**src/hdl/assert_macros.svh**
```systemverilog
// ----------------------------------------------------------------------------
// Assertion macros
// Assertion helpers used by the parse engine RTL (lrpe_engine.sv).
// ----------------------------------------------------------------------------
`ifndef ASSERT_MACROS_SVH
`define ASSERT_MACROS_SVH

// Property checked at every clock edge outside reset.
`define ASSERT_CLK(lbl, prop, msg) \
  lbl: assert property (@(posedge clk_i) disable iff (!rst_ni) (prop)) else $error(msg);

// Condition that must never be seen outside reset.
`define ASSERT_NEVER(lbl, cond, msg) \
  `ASSERT_CLK(lbl, !(cond), msg)

`endif

```
**src/hdl/lrpe_pkg.sv**
```systemverilog
// ----------------------------------------------------------------------------
// LR parse engine package
// Shared types and field widths for the LR table parse engine.
// ----------------------------------------------------------------------------
package lrpe_pkg;

  localparam int ROW_W       = 8;
  localparam int COL_W       = 6;
  localparam int VAL_W       = 9;
  localparam int TOK_W       = 6;
  localparam int LEN_W       = 7;
  localparam int STATE_W     = 8;
  localparam int IN_TDATA_W  = 40;
  localparam int OUT_TDATA_W = 8;

  typedef enum logic [1:0] {
    FUNC_WR_ACTION = 2'd0,
    FUNC_WR_GOTO   = 2'd1,
    FUNC_WR_RULE   = 2'd2,
    FUNC_TOKEN     = 2'd3
  } func_e;

  typedef enum logic [1:0] {
    EV_SHIFT  = 2'd0,
    EV_REDUCE = 2'd1,
    EV_ACCEPT = 2'd2,
    EV_ERROR  = 2'd3
  } event_e;

  typedef struct packed {
    func_e                    func;
    logic [ROW_W-1:0]         row;
    logic [COL_W-1:0]         col;
    logic signed [VAL_W-1:0]  val;
    logic [LEN_W-1:0]         rule_len;
    logic [COL_W-1:0]         lhs;
    logic [TOK_W-1:0]         token;
  } cmd_t;

endpackage

```
**src/hdl/lrpe_queue.sv**
```systemverilog
// ----------------------------------------------------------------------------
// LR parse engine front end
// Accepts input transactions, decodes them into commands and buffers them
// in a two-entry queue for the engine.
// ----------------------------------------------------------------------------
module lrpe_queue (
  input  logic                             clk_i,
  input  logic                             rst_ni,
  input  logic                             enable_i,
  input  logic                             in_valid_i,
  output logic                             in_ready_o,
  input  logic [lrpe_pkg::IN_TDATA_W-1:0]  in_tdata_i,
  input  logic [1:0]                       in_func_i,
  output logic                             out_valid_o,
  output lrpe_pkg::cmd_t                   out_cmd_o,
  input  logic                             out_pop_i
);
  import lrpe_pkg::*;

  cmd_t       buf_q [2];
  logic       wr_ptr_q, rd_ptr_q;
  logic [1:0] cnt_q;
  cmd_t       dec;
  logic       push, pop;

  always_comb begin
    dec.func  = func_e'(in_func_i);
    dec.row   = in_tdata_i[7:0];
    dec.col   = in_tdata_i[13:8];
    dec.val   = in_tdata_i[22:14];
    dec.lhs   = in_tdata_i[28:23];
    dec.token = in_tdata_i[34:29];
    // Rule length saturates to 0..127.
    if (dec.val[8]) begin
      dec.rule_len = '0;
    end else if (dec.val[7]) begin
      dec.rule_len = '1;
    end else begin
      dec.rule_len = dec.val[6:0];
    end
  end

  assign in_ready_o  = enable_i && (cnt_q != 2'd2);
  assign push        = in_valid_i && in_ready_o;
  assign out_valid_o = (cnt_q != 2'd0);
  assign pop         = out_pop_i && out_valid_o;
  assign out_cmd_o   = buf_q[rd_ptr_q];

  always_ff @(posedge clk_i or negedge rst_ni) begin
    if (!rst_ni) begin
      wr_ptr_q <= 1'b0;
      rd_ptr_q <= 1'b0;
      cnt_q    <= 2'd0;
    end else begin
      if (push) wr_ptr_q <= !wr_ptr_q;
      if (pop)  rd_ptr_q <= !rd_ptr_q;
      cnt_q <= 2'(cnt_q + {1'b0, push} - {1'b0, pop});
    end
  end

  always_ff @(posedge clk_i) begin
    if (push) buf_q[wr_ptr_q] <= dec;
  end

endmodule

```
**config.mk**
```make
export PLATFORM = sky130hd
export DESIGN_NAME = lrpe_queue
export DESIGN_NICKNAME = d
export VERILOG_FILES = /design/src/hdl/assert_macros.svh /design/src/hdl/lrpe_pkg.sv /design/src/hdl/lrpe_queue.sv
export SDC_FILE = /design/constraint.sdc
export NUM_CORES = 1
export LEC_CHECK = 0
export BUFFER_PORTS_ARGS = -buffer_cell sky130_fd_sc_hd__buf_4
export CORE_AREA = 2 2 85 87
export CTS_BUF_LIST = sky130_fd_sc_hd__clkbuf_4 sky130_fd_sc_hd__clkbuf_8
export CTS_CLUSTER_DIAMETER = 50
export CTS_CLUSTER_SIZE = 14
export DETAILED_ROUTE_END_ITERATION = 8
export DIE_AREA = 0 0 87 89
export PLACE_DENSITY = 0.8
export RECOVER_POWER = 100
export SETUP_SLACK_MARGIN = 0.15
export SKIP_LAST_GASP = 1
export SLEW_MARGIN = 20
export SYNTH_ARGS = -nofsm -noshare
export SYNTH_HDL_FRONTEND = slang
export SYNTH_SLANG_ARGS = --single-unit
```
**constraint.sdc**
```tcl
create_clock -name clk_i -period 3.2 [get_ports clk_i]
set_input_delay 0.32 -clock clk_i [delete_from_list [all_inputs] [get_ports clk_i]]
set_output_delay 0.32 -clock clk_i [all_outputs]
set_load 0.02 [all_outputs]
```
* Word-level counts from Yosys, hierarchy flattened
Memories as Yosys holds them, arrays and structs flattened.
Index checks and enable logic that the tools add are counted.
** Storage, ports and cells
- Word-level logic and storage cells :: 17
- Memories kept :: 1
- Flip-flop bits (word level) :: 4
- Input bits :: 47
- Output and inout port bits :: 46
- RAM bits :: 88
** Memories
- buf_q :: depth 2, width 44, rd ports 1, clocked after Yosys merged registers in 0, wr ports 1, RTL line lrpe_queue.sv:20 : cmd_t buf_q [2];
** Cells by class
- Add/subtract/negate cells :: 2
- Mux-type cells :: 4
- Equality and inequality tests :: 1
- Reductions and logical operators :: 6
** Operators with widths (count)
- two-way mux 7 bit :: 2
- logical AND 1 bit :: 3
- adder 2 x 1 -> 2 bit :: 1
- logical NOT 1 bit :: 2
- two-way mux 1 bit :: 2
- != test 2 bit, second input constant :: 1
- nonzero test 2 bit :: 1
- subtractor 2 x 1 -> 2 bit :: 1

* Longest topological paths before layout
Gate-level depths: netlist of run 1.
- Depth in word-level cells :: 5
- Mapped depth :: 7
- Gate-level depth less buffers :: 7

* Worst setup path after synthesis of run 1
OpenSTA, ideal clock, no wires.
- Kind :: register to register
- From :: register cnt_q[1]
- To :: memory buf_q[0][0] in the netlist's numbering, enable pin
- Cell stages (with the launch flop) :: 4
- Buffers on the path :: 0
- Arrival time :: 2494 ps
- Data required time :: 2754 ps
- Slack :: 260 ps
- Period minus slack after synthesis :: 2940 ps
- Library setup time :: 446 ps
- Cells stage by stage :: dfrtp_1 -> nand2b_1 -> nand3_1 -> nor2_1
** Between the ends
- Longest elaborated chain between the ends :: 5
** Ends and longest elaborated chain
- from (decl) :: RTL line lrpe_queue.sv:22 : logic [1:0] cnt_q;
- from (signal assigned) :: RTL line lrpe_queue.sv:57 : cnt_q <= 2'(cnt_q + {1'b0, push} - {1'b0, pop});
- != test 2 bit :: RTL line lrpe_queue.sv:43 : assign in_ready_o = enable_i && (cnt_q != 2'd2);
- logical AND 1 bit :: RTL line lrpe_queue.sv:43
- logical AND 1 bit :: RTL line lrpe_queue.sv:44 : assign push = in_valid_i && in_ready_o;
- two-way mux 1 bit :: RTL line lrpe_queue.sv:62 : if (push) buf_q[wr_ptr_q] <= dec;
- two-way mux 1 bit (not written as such) :: RTL line lrpe_queue.sv:62
- to (decl) :: RTL line lrpe_queue.sv:20
Every way passes these cells.

* Worst setup path after layout of run 1
- From :: register cnt_q[1]
- To :: memory buf_q[1][25] in the netlist's numbering, enable pin
Same word-level chain as after synthesis.

==> flow_metrics.env, run 1 <==
export IMPL_outcome="finished, final reports clean"
export IMPL_cp_slowest_stage_delay_ns=0.65
export IMPL_holdPathEnd="buf_q[1][28]"
export IMPL_final_common_cell="edfxtp_1"
export IMPL_start_kind="flip-flop"
export IMPL_p_leak_nw=1.59
export IMPL_netlist_area_um2=3640
export IMPL_dr_first_iter_drc_count=104
export IMPL_layout_common_cells="88 x edfxtp_1, 43 x buf_4, 37 x mux2_1"
export IMPL_rows=30
export IMPL_critical_path_class="reg2reg"
export IMPL_synth_area_per_cell_um2=21.4
export IMPL_path_clk_slew_ns=0.08
export IMPL_ir_worst_vdd_mv=0.488
export IMPL_die_area_um2=7740
export IMPL_cp_max_fo=27
export IMPL_grt_pass1_wl_um=8850
export IMPL_hpwl_um=3770
export IMPL_num_antenna_cells=0
export IMPL_cp_arrival_ns=2.32
export IMPL_cts_sinks=92
export IMPL_hp_start="in_tdata_i[8]"
export IMPL_numCtsBuffers=9
export IMPL_p_clk_frac=0.230
export IMPL_grt_max_degree=45
export IMPL_cts_resized=0
export IMPL_core_area_um2=6720
export IMPL_drc_errors=0
export IMPL_slew_headroom=0.228
export IMPL_final_cells=352
export IMPL_worst_pin_slew_ns=1.16
export IMPL_whs_path_depth=1
export IMPL_nets=316
export IMPL_fin_crit_ns=2.35
export IMPL_rsz0062_at_grt="no"
export IMPL_gr_total_overflow=0
export IMPL_clk_insertion_delay_late_ns=0.33
export IMPL_num_io_pins=93
export IMPL_start_util=0.542
export IMPL_setup_violations=0
export IMPL_power_density_nw_per_um2=817
export IMPL_swShare=0.305
export IMPL_cts_buffer_depth=2
export IMPL_place_congestion=0.668
export IMPL_final_setup_skew_ns=0.00693
export IMPL_dieWidth_um=87
export IMPL_die_y_um=89
export IMPL_cp_end_kind="flip-flop"
export IMPL_final_period_utilization=0.734
export IMPL_hp_class="in2reg"
export IMPL_fmax_mhz=426
export IMPL_portBuffers=87
export IMPL_grt_pass1_vias=1835
export IMPL_final_hold_viol_count=0
export IMPL_crit_chain="nand2b_1 -> nand3_1 -> nor2_4 -> clkbuf_2"
export IMPL_slew_viol_final=0
export IMPL_yosys_cell_types_count=16
export IMPL_yosysWarnings=0
export IMPL_rr_startpoint="cnt_q[1]"
export IMPL_detail_route_antenna_nets=0
export IMPL_p_switching_mw=1.08
export IMPL_cts_tree="yes"
export IMPL_numPlacedInstances=335
export IMPL_vias_per_cell=5.00
export IMPL_reg2regPathDepth=4
export IMPL_p_seq_frac=0.447
export IMPL_p_comb_frac=0.323
export IMPL_cap_viol_max_count=0
export IMPL_p_int_mw=2.47
export IMPL_num_vias=1761
export IMPL_rr_endpoint="buf_q[1][25]"
export IMPL_track_usage=0.156
export IMPL_worst_path_max_delay_cell="clkbuf_2"
export IMPL_antenna_found_initial=0
export IMPL_wl_per_cell_um=16.2
export IMPL_syn_inst=170
export IMPL_worst_hold_slack_ns=0.186
export IMPL_ys_ff_latch=92
export IMPL_required_ns=3.17
export IMPL_first_pass_iters=4
export IMPL_nFillCells=490
export IMPL_reg2reg_slack_ns=0.85
export IMPL_ys_seq_area_frac=0.754
export IMPL_finalPower_mw=3.55
export IMPL_postRouteWirelength_um=5700
export IMPL_area_growth_syn_to_layout_pct=19.6
export IMPL_drive_gt1_frac=0.346
export IMPL_cts_max_level=3
export IMPL_synth_nets=219
export IMPL_fin_tns_setup_ns=0
export IMPL_root_buffer="clkbuf_8"
cell usage after synthesis:
cell type,n,share of area
nand3_1,1,0.0014
and2_4,1,0.0024
inv_1,2,0.0021
xor2_1,1,0.0024
nor2_1,16,0.017
nand2b_1,1,0.0017
dfrtp_1,4,0.028
buf_6,1,0.0031
buf_12,4,0.022
edfxtp_1,88,0.73
mux2_2,5,0.015
xnor2_1,3,0.0072
mux2_4,39,0.16
or2_4,1,0.0024
ha_1,2,0.0069
and2_1,1,0.0017
critical path, delay by kind of cell (launching register included):
| kind | cells | cell delay, ns |
|---|---|---|
| AND/OR/NAND/NOR | 3 | 0.91 |
| flip-flops | 1 | 0.41 |
| buffers and inverters | 1 | 0.65 |
flip-flops by register name (all words and copies together) (netlist names):
| signal | flops |
|---|---|
| buf_q | 88 |
| rd_ptr_q | 1 |
| cnt_q | 2 |
| wr_ptr_q | 1 |
per-layer routing:
layer  wire length, µm  vias to the layer above  global-route usage
met2              2970                       68               0.266
li1                  -                      845                   -
met1              2280                      841               0.184
met3               377                        7              0.0489
met4                70                        0              0.0682
met5                 0                        -                   0
repair_timing:
| action | CTS | global route |
|---|---|---|
| setup buffers | 0 | 0 |
| hold buffers | 1 | 0 |
| setup endpoints to repair | 0 | 0 |
| endpoints found under the hold margin | 4 | 0 |
how the worst max path moves through the flow:
stage             start            to  slack (ns)  cells after the start
2_1_floorplan  cnt_q[1]   buf_q[0][0]        0.26                      3
3_3_place_gp   cnt_q[1]  buf_q[1][23]        1.32                      4
3_5_place_dp   cnt_q[1]  buf_q[1][23]        1.24                      4
4_1_cts        rd_ptr_q  out_cmd_o[2]        1.02                      3
5_1_grt        cnt_q[1]   buf_q[1][2]        0.63                      4
6_report       cnt_q[1]  buf_q[1][25]        0.85                      4
power groups by stage:
stage / Combinational (mW) / Sequential (mW) / Clock, mW
3_5_place_dp: 1.40 / 1.63 / 0
6_report: 1.15 / 1.59 / 0.817
4_1_cts: 1.40 / 1.61 / 0.832
3_3_place_gp: 1.38 / 1.62 / 0
5_1_grt: 1.23 / 1.61 / 0.881
2_1_floorplan: 1.06 / 1.58 / 0
area by class of cell:
cell class	instances	area, µm²	share of cell area
flip-flops and latches	92	2740	0.630
inverters	2	7.51	0.00173
well taps	80	100	0.0230
repair buffers	91	614	0.141
multi-input cells	71	671	0.154
clock inverters	5	76.3	0.0175
clock buffers	11	139	0.0319
kinds of logic (layout without fill, tap and decap cells):
logic type / count (synthesis) / in the layout / synth area share
buffers and inverters: 7 / 109 / 0.0272
adders and majority gates: 2 / 2 / 0.00688
xor gates and xnor gates: 4 / 4 / 0.00963
and+or+nand+nor: 21 / 21 / 0.0261
DFF: 92 / 92 / 0.754
muxes: 44 / 44 / 0.176
through the flow:
stage	setup WS, ns	instance area (µm²)	utilization
after CTS	1.02	4590	0.683
after floorplan	0.260	3640	-
after global placement	1.32	4360	0.650
after global routing	0.633	4350	0.647
after detailed placement	1.24	4360	0.650
final	0.850	4350	0.647
Power figures use the tool's default switching activity.
==> run 2, diff against run 1 <==
CORE_AREA = 2 2 90 92   (was 2 2 85 87)
DIE_AREA = 0 0 92 94   (was 0 0 87 89)
PLACE_DENSITY = 0.76   (was 0.8)
clock period = 2.15 ns   (was 3.2 ns; I/O delays follow)
==> run 2 against run 1 <==
Against the previous run: critical path depth rose by 3; first-iteration DRC count fell by 20%; critical path type unchanged; via count rose by 1.4%; die area rose by 12%; utilization fell by 6.5 points.
==> flow_metrics.env, run 2 (synthesis results as in run 1) <==
export IMPL_cp_arrival_ns=2.07
export IMPL_numCtsBuffers=9
export IMPL_power_density_nw_per_um2=1220
export IMPL_root_buffer="clkbuf_8"
export IMPL_outcome="finished, final reports clean"
export IMPL_portBuffers=87
export IMPL_largest_register_ffs=88
export IMPL_start_kind="flip-flop"
export IMPL_final_setup_skew_ns=0.0101
export IMPL_rows=32
export IMPL_dieWidth_um=92
export IMPL_area_growth_syn_to_layout_pct=21.8
export IMPL_clk_insertion_delay_late_ns=0.35
export IMPL_slew_headroom=0.704
export IMPL_fmax_mhz=554
export IMPL_final_hold_viol_count=0
export IMPL_fin_tns_setup_ns=0
export IMPL_hpwl_um=3760
export IMPL_antenna_found_initial=0
export IMPL_hp_class="in2reg"
export IMPL_track_usage=0.138
export IMPL_final_cells=377
export IMPL_top_regs="buf_q (88), cnt_q (2)"
export IMPL_p_leak_nw=1.62
export IMPL_drive_gt1_frac=0.360
export IMPL_place_congestion=0.693
export IMPL_first_pass_iters=4
export IMPL_cap_viol_max_count=0
export IMPL_core_area_um2=7610
export IMPL_numPlacedInstances=360
export IMPL_num_antenna_cells=0
export IMPL_regMostFlops="buf_q"
export IMPL_final_common_cell="edfxtp_1"
export IMPL_rsz0062_at_grt="no"
export IMPL_ir_worst_vdd_mv=0.688
export IMPL_required_ns=2.42
export IMPL_die_area_um2=8650
export IMPL_grt_max_degree=30
export IMPL_final_period_utilization=0.840
export IMPL_detail_route_antenna_nets=0
export IMPL_grt_pass1_vias=1879
export IMPL_cp_end_kind="flip-flop"
export IMPL_layout_common_cells="88 x edfxtp_1, 44 x buf_4, 37 x mux2_1"
export IMPL_cts_tree="yes"
export IMPL_grt_pass1_wl_um=8890
export IMPL_start_util=0.478
export IMPL_worst_pin_slew_ns=0.444
export IMPL_die_y_um=94
export IMPL_num_io_pins=93
export IMPL_fin_crit_ns=1.81
export IMPL_dr_first_iter_drc_count=83
export IMPL_slew_viol_final=0
export IMPL_cts_buffer_depth=2
export IMPL_post_route_worst_setup_slack_ns=0.344
export IMPL_cp_max_fo=4
export IMPL_postRouteWirelength_um=5730
export IMPL_setup_violations=0
export IMPL_vias_per_cell=4.73
export IMPL_preCtsSetupSlack_ns=0.340
export IMPL_critical_path_class="reg2reg"
export IMPL_cts_max_level=3
export IMPL_wl_per_cell_um=15.2
export IMPL_path_clk_slew_ns=0.09
export IMPL_nets=319
export IMPL_cts_sinks=92
export IMPL_gr_total_overflow=0
export IMPL_num_vias=1785
export IMPL_drc_errors=0
==> run 2: stage by stage <==
step / hold WS (ns) / cell area [µm²] / utilization / total power [mW]
after CTS: 0.0285 / 4650 / 0.611 / 5.85
after global routing: 0.0479 / 4430 / 0.583 / 5.68
after global placement: 0.0146 / 4400 / 0.579 / 4.48
final: 0.0704 / 4430 / 0.583 / 5.42
after detailed placement: 0.0150 / 4400 / 0.579 / 4.52
after floorplan: -0.0806 / 3640 / - / 3.92
==> run 2: path summary, 6_finish.rpt <==
check	from	endpoint	slack (ns)	cells after the start
worst max register to register	cnt_q[1]	cnt_q[1]	0.34	7
max in group asynchronous	rst_ni	rd_ptr_q	1.71	2
worst min register to register	cnt_q[1]	cnt_q[1]	0.51	1
min in group asynchronous	rst_ni	cnt_q[0]	0.24	2
worst max-delay path	cnt_q[1]	cnt_q[1]	0.34	7
worst min-delay path	in_tdata_i[27]	buf_q[1][10]	0.07	1
==> run 2: layout make-up <==
class                      count  area, µm²
clock inverter                 7        115
fill                         645       3170
inverter                       2       7.51
tap                          102        128
sequential                    92       2740
multi-input combinational     71        671
clock buffer                   9        124
timing repair buffer          94        644
==> run 2: power by group <==
part           total, mW  switching (mW)  internal, mW
Clock               1.33           0.567         0.768
Combinational       1.77           0.991         0.777
Sequential          2.32          0.0757          2.24
Total               5.42            1.63          3.79
==> run 2: worst max-delay path, stage by stage (launching register included) <==
cell and delay [ns]:
dfrtp_1 0.41, nand2b_1 0.10, nand3_1 0.29, ha_1 0.40, inv_1 0.04, ha_1 0.17, xnor2_1 0.18, xnor2_1 0.14
==> run 2: per-layer routing <==
metal | vias up | share of wire | global-route usage
met4 | 0 | 0.010 | 0.0609
li1 | 848 | - | -
met2 | 58 | 0.51 | 0.237
met1 | 874 | 0.42 | 0.159
met3 | 5 | 0.065 | 0.0457
met5 | - | 0 | 0
==> run 2: repair_timing <==
item | 4_1_cts | 5_1_grt
buffers inserted | 0 | 0
resized for setup | 0 | 0
hold endpoints to repair | 4 | 0
hold buffers | 1 | 0
setup endpoints to repair | 0 | 0
